## src/hw/rtl/pst_pkg.sv

```systemverilog
package pst_pkg;

	// Field widths fixed by the interface
	localparam int DATA_W          = 32;
	localparam int CMD_W           = 2;
	localparam int STATUS_W        = 2;
	localparam int SLOT_W          = 4;
	localparam int COUNT_W         = 5;
	localparam int ENTRY_COUNT_DEF = 16;

	// Command codes
	typedef enum logic [CMD_W-1:0] {
		CMD_ADD        = 2'd0,
		CMD_REMOVE     = 2'd1,
		CMD_FIND_OWNER = 2'd2,
		CMD_FIND_ID    = 2'd3
	} cmd_t;

	// Status codes
	localparam logic [STATUS_W-1:0] ST_OK   = 2'd0;
	localparam logic [STATUS_W-1:0] ST_FULL = 2'd1;
	localparam logic [STATUS_W-1:0] ST_NONE = 2'd2;

	// Strobes from the sequencer to the slot store
	typedef struct packed {
		logic rd_en;
		logic wr_en;
		logic clr_en;
	} store_ctl_t;

	// Result of the shared comparator
	typedef struct packed {
		logic eq;
		logic gt;
	} cmp_res_t;

endpackage

```

## src/hw/rtl/pst_cmp.sv

```systemverilog
module pst_cmp
	import pst_pkg::*;
(
	input  logic [DATA_W-1:0] a,
	input  logic [DATA_W-1:0] b,
	output cmp_res_t          res
);

	// Single unsigned comparator shared by key match and max tracking
	assign res.eq = (a == b);
	assign res.gt = (a > b);

endmodule

```

## src/hw/rtl/pst_store.sv

```systemverilog
module pst_store
	import pst_pkg::*;
#(
	parameter int ENTRY_COUNT = ENTRY_COUNT_DEF,
	localparam int AW = $clog2(ENTRY_COUNT)
) (
	input  logic              clk,
	input  logic              arst_n,
	input  store_ctl_t        ctl,
	input  logic [AW-1:0]     rd_addr,
	input  logic [AW-1:0]     wr_addr,
	input  logic [DATA_W-1:0] wr_id,
	input  logic [DATA_W-1:0] wr_owner,
	output logic [DATA_W-1:0] rd_id,
	output logic [DATA_W-1:0] rd_owner,
	output logic              rd_act
);

	logic [2*DATA_W-1:0] mem_q [ENTRY_COUNT];
	logic [2*DATA_W-1:0] rd_data_q;
	logic [ENTRY_COUNT-1:0] act_q;
	logic rd_act_q;

	// Slot memory: one write port, one registered read port
	always_ff @(posedge clk) begin
		if (ctl.wr_en) begin
			mem_q[wr_addr] <= {wr_owner, wr_id};
		end
		if (ctl.rd_en) begin
			rd_data_q <= mem_q[rd_addr];
		end
	end

	// Active marks, cleared at reset
	always_ff @(posedge clk or negedge arst_n) begin
		if (!arst_n) begin
			act_q    <= '0;
			rd_act_q <= 1'b0;
		end else begin
			if (ctl.wr_en) begin
				act_q[wr_addr] <= 1'b1;
			end else if (ctl.clr_en) begin
				act_q[wr_addr] <= 1'b0;
			end
			if (ctl.rd_en) begin
				rd_act_q <= act_q[rd_addr];
			end
		end
	end

	assign rd_id    = rd_data_q[DATA_W-1:0];
	assign rd_owner = rd_data_q[2*DATA_W-1:DATA_W];
	assign rd_act   = rd_act_q;

`ifndef SYNTHESIS
	a_wr_sets_act: assert property (@(posedge clk) disable iff (!arst_n)
		ctl.wr_en |=> act_q[$past(wr_addr)])
		else $error("slot not marked active after write");

	a_clr_drops_act: assert property (@(posedge clk) disable iff (!arst_n)
		(ctl.clr_en && !ctl.wr_en) |=> !act_q[$past(wr_addr)])
		else $error("slot still active after clear");

	a_rd_act_tracks: assert property (@(posedge clk) disable iff (!arst_n)
		(ctl.rd_en && !ctl.wr_en && !ctl.clr_en) |=> rd_act_q == $past(act_q[rd_addr]))
		else $error("read active mark does not match slot");
`endif

endmodule

```

## src/hw/rtl/partition_slot_table_unit.sv

```systemverilog
// Channel   Direction  Transfer when             Payload
// request   in         req_valid && !req_stall   command, owner_key, id_key
// response  out        rsp_valid && !rsp_stall   status, slot_index, result_id,
//                                                result_owner, count_now
//
// A command scans every slot between transfer and result:
// the slot memory's single read port walks one slot per cycle, the last slot read is then
// compared, and the finish state settles the result and the table update.
// The next command is taken once the unit is back in its idle state.
// Reset clears the active marks and the live count at once; no clearing pass.
// A stalled result holds in its output register; a finished command waits for it.
module partition_slot_table_unit
	import pst_pkg::*;
#(
	parameter int ENTRY_COUNT = ENTRY_COUNT_DEF
) (
	input  logic                clk,
	input  logic                arst_n,
	input  logic                req_valid,
	output logic                req_stall,
	input  logic [CMD_W-1:0]    command,
	input  logic [DATA_W-1:0]   owner_key,
	input  logic [DATA_W-1:0]   id_key,
	output logic                rsp_valid,
	input  logic                rsp_stall,
	output logic [STATUS_W-1:0] status,
	output logic [SLOT_W-1:0]   slot_index,
	output logic [DATA_W-1:0]   result_id,
	output logic [DATA_W-1:0]   result_owner,
	output logic [COUNT_W-1:0]  count_now
);

	localparam int AW = $clog2(ENTRY_COUNT);
	localparam int CW = $clog2(ENTRY_COUNT + 1);

	typedef enum logic [2:0] {
		S_IDLE = 3'b001,
		S_SCAN = 3'b010,
		S_FIN  = 3'b100
	} state_t;

	state_t state_q;
	cmd_t cmd_q;
	logic [DATA_W-1:0] owner_q, id_q;
	logic [CW-1:0] scan_q;
	logic [CW-1:0] count_q, count_nxt;
	logic rd_vld_s1;
	logic [AW-1:0] rd_idx_s1;
	logic hit_q;
	logic [AW-1:0] slot_q;
	logic [DATA_W-1:0] max_q, rid_q, rown_q;
	logic issue, fin_go;
	store_ctl_t ctl;
	logic [DATA_W-1:0] rd_id, rd_owner, cmp_a, cmp_b, new_id;
	logic rd_act;
	cmp_res_t cmp;

	logic rsp_valid_q;
	logic [STATUS_W-1:0] status_q;
	logic [SLOT_W-1:0] slot_index_q;
	logic [DATA_W-1:0] result_id_q, result_owner_q;
	logic [COUNT_W-1:0] count_now_q;

	// Scan issue and finish handshake
	assign issue  = (state_q == S_SCAN) && (scan_q != CW'(ENTRY_COUNT));
	assign fin_go = (state_q == S_FIN) && (!rsp_valid_q || !rsp_stall);
	assign new_id = max_q + DATA_W'(1);

	always_comb begin
		ctl.rd_en  = issue;
		ctl.wr_en  = fin_go && hit_q && (cmd_q == CMD_ADD);
		ctl.clr_en = fin_go && hit_q && (cmd_q == CMD_REMOVE);
	end

	pst_store #(
		.ENTRY_COUNT(ENTRY_COUNT)
	) u_store (
		.clk      (clk),
		.arst_n   (arst_n),
		.ctl      (ctl),
		.rd_addr  (scan_q[AW-1:0]),
		.wr_addr  (slot_q),
		.wr_id    (new_id),
		.wr_owner (owner_q),
		.rd_id    (rd_id),
		.rd_owner (rd_owner),
		.rd_act   (rd_act)
	);

	// Shared comparator: max tracking on add, key match otherwise
	always_comb begin
		cmp_a = (cmd_q == CMD_FIND_OWNER) ? rd_owner : rd_id;
		unique case (cmd_q)
			CMD_ADD:        cmp_b = max_q;
			CMD_FIND_OWNER: cmp_b = owner_q;
			default:        cmp_b = id_q;
		endcase
	end

	pst_cmp u_cmp (
		.a   (cmp_a),
		.b   (cmp_b),
		.res (cmp)
	);

	// Live count after the command
	always_comb begin
		count_nxt = count_q;
		if (hit_q && cmd_q == CMD_ADD) begin
			count_nxt = count_q + CW'(1);
		end else if (hit_q && cmd_q == CMD_REMOVE && count_q != '0) begin
			count_nxt = count_q - CW'(1);
		end
	end

	// Sequencer and control state
	always_ff @(posedge clk or negedge arst_n) begin
		if (!arst_n) begin
			state_q     <= S_IDLE;
			scan_q      <= '0;
			rd_vld_s1   <= 1'b0;
			hit_q       <= 1'b0;
			count_q     <= '0;
			rsp_valid_q <= 1'b0;
		end else begin
			rd_vld_s1 <= issue;
			// Result valid: raised on finish, dropped once transferred
			if (fin_go) begin
				rsp_valid_q <= 1'b1;
			end else if (rsp_valid_q && !rsp_stall) begin
				rsp_valid_q <= 1'b0;
			end
			unique case (state_q)
				S_IDLE: begin
					if (req_valid) begin
						scan_q  <= '0;
						hit_q   <= 1'b0;
						state_q <= S_SCAN;
					end
				end
				S_SCAN: begin
					if (issue) begin
						scan_q <= scan_q + CW'(1);
					end else begin
						state_q <= S_FIN;
					end
					if (rd_vld_s1 && !hit_q) begin
						if (cmd_q == CMD_ADD) begin
							hit_q <= !rd_act;
						end else begin
							hit_q <= rd_act && cmp.eq;
						end
					end
				end
				S_FIN: begin
					if (fin_go) begin
						count_q <= count_nxt;
						state_q <= S_IDLE;
					end
				end
				default: state_q <= S_IDLE;
			endcase
		end
	end

	// Command capture and scan payload
	always_ff @(posedge clk) begin
		if (state_q == S_IDLE && req_valid) begin
			cmd_q   <= cmd_t'(command);
			owner_q <= owner_key;
			id_q    <= id_key;
			max_q   <= '0;
		end
		if (state_q == S_SCAN && rd_vld_s1) begin
			if (cmd_q == CMD_ADD) begin
				if (rd_act && cmp.gt) begin
					max_q <= rd_id;
				end
				if (!rd_act && !hit_q) begin
					slot_q <= rd_idx_s1;
				end
			end else if (rd_act && cmp.eq && !hit_q) begin
				slot_q <= rd_idx_s1;
				rid_q  <= rd_id;
				rown_q <= rd_owner;
			end
		end
		if (issue) begin
			rd_idx_s1 <= scan_q[AW-1:0];
		end
	end

	// Result register
	always_ff @(posedge clk) begin
		if (fin_go) begin
			count_now_q <= COUNT_W'(count_nxt);
			if (!hit_q) begin
				status_q       <= (cmd_q == CMD_ADD) ? ST_FULL : ST_NONE;
				slot_index_q   <= '0;
				result_id_q    <= '0;
				result_owner_q <= '0;
			end else begin
				status_q     <= ST_OK;
				slot_index_q <= SLOT_W'(slot_q);
				if (cmd_q == CMD_ADD) begin
					result_id_q    <= new_id;
					result_owner_q <= owner_q;
				end else begin
					result_id_q    <= rid_q;
					result_owner_q <= rown_q;
				end
			end
		end
	end

	assign req_stall    = (state_q != S_IDLE);
	assign rsp_valid    = rsp_valid_q;
	assign status       = status_q;
	assign slot_index   = slot_index_q;
	assign result_id    = result_id_q;
	assign result_owner = result_owner_q;
	assign count_now    = count_now_q;

`ifndef SYNTHESIS
	a_count_bound: assert property (@(posedge clk) disable iff (!arst_n)
		count_q <= CW'(ENTRY_COUNT))
		else $error("live count above table size");

	a_count_only_fin: assert property (@(posedge clk) disable iff (!arst_n)
		(state_q != S_FIN) |=> $stable(count_q))
		else $error("live count changed outside finish");

	a_fail_zero: assert property (@(posedge clk) disable iff (!arst_n)
		(rsp_valid_q && status_q != ST_OK) |->
		(slot_index_q == '0 && result_id_q == '0 && result_owner_q == '0))
		else $error("failed command carries a non-zero payload");

	a_rsp_from_fin: assert property (@(posedge clk) disable iff (!arst_n)
		$rose(rsp_valid_q) |-> $past(state_q == S_FIN))
		else $error("result raised outside finish");
`endif

endmodule

```

## config.mk

```make
export PLATFORM = sky130hd
export DESIGN_NAME = partition_slot_table_unit
export DESIGN_NICKNAME = d
export VERILOG_FILES = /design/src/hw/rtl/pst_pkg.sv /design/src/hw/rtl/pst_cmp.sv /design/src/hw/rtl/pst_store.sv /design/src/hw/rtl/partition_slot_table_unit.sv
export SDC_FILE = /design/constraint.sdc
export NUM_CORES = 1
export LEC_CHECK = 0
export ABC_AREA = 1
export BUFFER_PORTS_ARGS = -buffer_cell sky130_fd_sc_hd__buf_2
export CORE_ASPECT_RATIO = 1.75
export CORE_MARGIN = 2
export CORE_UTILIZATION = 41
export DETAILED_ROUTE_END_ITERATION = 7
export GPL_TIMING_DRIVEN = 0
export HOLD_SLACK_MARGIN = 0.12
export SYNTH_ARGS = -nofsm -noshare
export SYNTH_HDL_FRONTEND = slang
export SYNTH_SLANG_ARGS = --single-unit
```

## constraint.sdc

```tcl
create_clock -name clk -period 7.7 [get_ports clk]
set_clock_uncertainty 0.2 [all_clocks]
set_input_delay 0 -clock clk [delete_from_list [all_inputs] [get_ports clk]]
set_output_delay 0 -clock clk [all_outputs]
set_load 0.05 [all_outputs]
```

==> impl_metrics.env <==
export IMPL_drt_initial_drc_count=3863
export IMPL_syn_num_nets=4379
export IMPL_ys_seq_area_share_pct=75.0
export IMPL_yosys_warnings=0
export IMPL_place_congestion=1.02
export IMPL_setup_viol=0
export IMPL_power_per_cell_area_mw_per_mm2=324
export IMPL_h_tree_depth=3
export IMPL_crit_slowest_cell="nor2_1"
export IMPL_max_cap_viol_count=1
export IMPL_intPower_mw=13.3
export IMPL_synth_compound_area_share_pct=9.53
export IMPL_power_leakage_nw=21.6
export IMPL_antenna_found_initial=8
export IMPL_total_power_mw=20.5
export IMPL_core_area_sq_mm=0.131
export IMPL_synth_distinct_cells=41
export IMPL_max_freq_ghz=0.206
export IMPL_run_status="complete, but fails checks"
export IMPL_cts_made_buffers=121
export IMPL_synthCells=4272
export IMPL_ios=147
export IMPL_groute_layer_met3_usage_pct=3.18
export IMPL_synthAdderAreaFrac_pct=0.856
export IMPL_cts_clk_slew_worst_paths_ns=0.07
export IMPL_min_path_cells=0
export IMPL_synth_xor_area_share_pct=0.356
export IMPL_rsz0062_at_grt="no"
export IMPL_crit_end="slot_q[1]"
export IMPL_finalNetCount=4832
export IMPL_cp_num_buf_inv=3
export IMPL_swShare_pct=35.0
export IMPL_final_common_cell="edfxtp_1"
export IMPL_grt_busiest_layer="met2"
export IMPL_crit_path_end_kind="flop"
export IMPL_syn_area_sq_mm=0.0541
export IMPL_grt_pass1_wl_um=246000
export IMPL_combinationalPowerShare_pct=25.9
export IMPL_setup_ws_ns=2.85
export IMPL_synth_simple_area_share_pct=11.5
export IMPL_grt_pass1_vias=35600
export IMPL_fp_dieW_um=279
export IMPL_finalNonFillerCells=6522
export IMPL_path_class="flop to flop"
export IMPL_rr_startpoint="cmd_q[0]"
export IMPL_synthMuxAreaShare_pct=0.0185
export IMPL_irDropWorstVdd_v=0.000215
export IMPL_die_y_um=484
export IMPL_period_needed_ns=4.85
export IMPL_hpwlAfterDp_um=124000
export IMPL_clock_latency_ns=0.77
export IMPL_crit_required_ns=7.89
export IMPL_fillers=11500
export IMPL_drive_gt1_share_pct=10.1
export IMPL_cts_sink_count=1366
export IMPL_cp_startpoint="cmd_q[0]"
export IMPL_crit_chain="buf_4 -> nor2_1 -> inv_2 -> clkbuf_1 -> nand2_1 -> nand2_1 -> ha_1 -> nand4_1 -> nor2_1 -> nand3_1 -> nor2_2 -> nand2_1 -> nand2_1 -> nand2_1 -> nor3_1"
export IMPL_hold_violations=0
export IMPL_crit_fanout=10
export IMPL_relSlewSlack_pct=-1.88
export IMPL_path_delay_family="simple AND/OR/NAND/NOR gates"
export IMPL_slowest_delay_ns=0.74
export IMPL_dr_pass1_iters=6
export IMPL_crit_top_cell="nand2_1"
export IMPL_placed_cells=6152
export IMPL_pwr_share_clk_pct=29.9
export IMPL_avgSynthCellArea_sq_um=12.7
export IMPL_cts_root_buffer="clkbuf_16"
export IMPL_tightestPinTransition_ns=1.52
export IMPL_cp_start_kind="flop"
export IMPL_reg2reg_to="slot_q[1]"
export IMPL_wirelength_um=174000
export IMPL_portBuffers=146
export IMPL_rows=176
export IMPL_violations="capacitance limit, slew limit"
export IMPL_synth_top_cells_by_area="edfxtp_1 (72%), o21ai_0 (5.5%), nor2_1 (5.0%), nand2_1 (4.4%), o22ai_1 (3.0%)"
export IMPL_switchingPower_mw=7.18
export IMPL_drc_errors=0
export IMPL_cp_depth=15
export IMPL_vias=36700
export IMPL_pre_cts_slack_ns=2.97
export IMPL_reg2reg_slack_ns=2.85
export IMPL_fin_crit_sh_pct=63.0
export IMPL_synth_top_area_cell="edfxtp_1"
export IMPL_synth_top_family_by_area="simple AND/OR/NAND/NOR gates"
export IMPL_die_area_sq_mm=0.135
export IMPL_start_util_pct=41.2
export IMPL_use_met1_pct=29.7
export IMPL_reg2reg_depth=15
export IMPL_netlist_area_leader_share_pct=72.3
export IMPL_cts_tree="done"
export IMPL_hp_class="flop to flop"
export IMPL_slew_viol_final=18
export IMPL_clock_path_buffers=3
export IMPL_grt_remaining_overflow=0
export IMPL_vias_per_cell=5.63
export IMPL_grt_use_met2_pct=44.6
export IMPL_ant_nets=0
export IMPL_synth_seq_cells=1366
export IMPL_arrival_ns=5.04
export IMPL_areaGrowthSynthToFinish_pct=17.1
export IMPL_layout_common_cells="edfxtp_1 (1301), nor2_1 (709), nand2_1 (634)"
export IMPL_track_usage_pct=25.3
export IMPL_seqPwrFrac_pct=44.1
export IMPL_grt_max_degree=65
export IMPL_wl_per_cell_um=26.7
==> layout make-up <==
type,count,area [sq um],share of cell area (%)
sequential,1366,40500,64.0
multi-input combinational,2533,12200,19.3
clock buffer,143,3170,5.01
timing repair buffer,330,2970,4.70
tap,1691,2120,3.34
buffer,252,1050,1.65
clock inverter,83,766,1.21
inverter,121,458,0.723
antenna,3,7.51,0.0119
==> power by group through the flow <==
| stage | clock network (mW) | logic, mW | registers, mW |
|---|---|---|---|
| after floorplan | 0 | 2.93 | 8.91 |
| after global placement | 0 | 5.11 | 9.19 |
| after detailed placement | 0 | 5.20 | 9.18 |
| after CTS | 6.20 | 5.28 | 9.02 |
| after global routing | 6.46 | 5.69 | 9.04 |
| final | 6.14 | 5.32 | 9.04 |
==> cell families (layout without fill, tap and decap cells) <==
logic type,Yosys count,after routing
multiplexers,1,1
AND/OR/NAND/NOR,1536,1536
flip-flops,1366,1366
buffers and inverters,373,929
adder cells (fa/ha/maj),37,37
other,0,3
AO/OA/AOI/OAI,937,937
XOR/XNOR,22,22
==> worst min-delay path by stage <==
stage / start / to
finish: rd_idx_s1[1] / slot_q[1]
global route: rd_idx_s1[1] / slot_q[1]
CTS: id_key[6] / id_q[6]
detailed placement: arst_n / count_q[1]
global placement: arst_n / count_q[0]
floorplan: arst_n / async pin
==> sequential cells by signal, summed over array words and instances, names as in the netlist, 3 cells and up, named ones only <==
register,count
result_owner,32
u_store.rd_data_q,64
state_q,3
count_now,5
rown_q,32
u_store.mem_q,1024
slot_index,4
rid_q,32
max_q,32
owner_q,32
id_q,32
slot_q,4
result_id,32
rd_idx_s1,4
count_q,5
scan_q,5
==> synth_stat cells <==
cell type,count
dfrtp_1,32
nand3_2,3
nand2_2,4
a21oi_1,22
nor2_8,1
buf_1,12
and2_1,2
nand2_1,634
mux2i_1,1
o21a_1,2
dfstp_2,1
nor2_2,5
nand4_1,70
nor3b_2,1
nor3b_1,2
inv_2,5
dfxtp_1,32
nor3_4,3
nor3_2,6
ha_1,37
clkbuf_1,184
inv_1,112
clkinv_2,1
o221ai_1,31
nand3_1,60
o21ai_1,17
nor2_4,3
clkinv_1,3
o22ai_1,263
xor2_1,22
or2_2,2
o21ai_0,598
buf_4,9
o31ai_1,1
a21oi_2,1
and3_1,1
nor3_1,14
edfxtp_1,1301
a21o_1,2
buf_2,47
nor2_1,725
==> worst reg2reg max path, stage by stage (launching register included) <==
cell      delay (ns)
edfxtp_1        0.42
buf_4           0.22
nor2_1          0.74
inv_2           0.28
clkbuf_1        0.27
nand2_1         0.14
nand2_1         0.07
ha_1            0.31
nand4_1         0.14
nor2_1          0.21
nand3_1         0.19
nor2_2          0.39
nand2_1         0.19
nand2_1         0.12
nand2_1         0.06
nor3_1          0.54
==> per-stage QoR <==
stage	area (sq um)	hold WS [ns]	utilization, %	TNS (ns)
after global routing	63300	0.224	48.2	0
after floorplan	54100	-0.496	-	0
after CTS	63200	0.214	48.2	0
final	63300	0.228	48.2	0
after global placement	56900	-0.0555	43.4	-326.24
after detailed placement	57900	-0.0617	44.1	0
==> timing repair <==
| item | in CTS | in global routing |
|---|---|---|
| hold endpoints to repair | 456 | 0 |
| hold buffers | 141 | 0 |
| resized for setup | 0 | 0 |
| setup buffers | 0 | 0 |
==> routing by layer <==
layer / wire (um) / vias up / part of all wire [%]
li1: - / 16400 / -
met1: 64000 / 18300 / 37
met2: 88500 / 1649 / 51
met3: 10800 / 387 / 6.2
met4: 11000 / 0 / 6.3
met5: 0 / - / 0
Note: power is estimated with default switching activity, not from simulation.
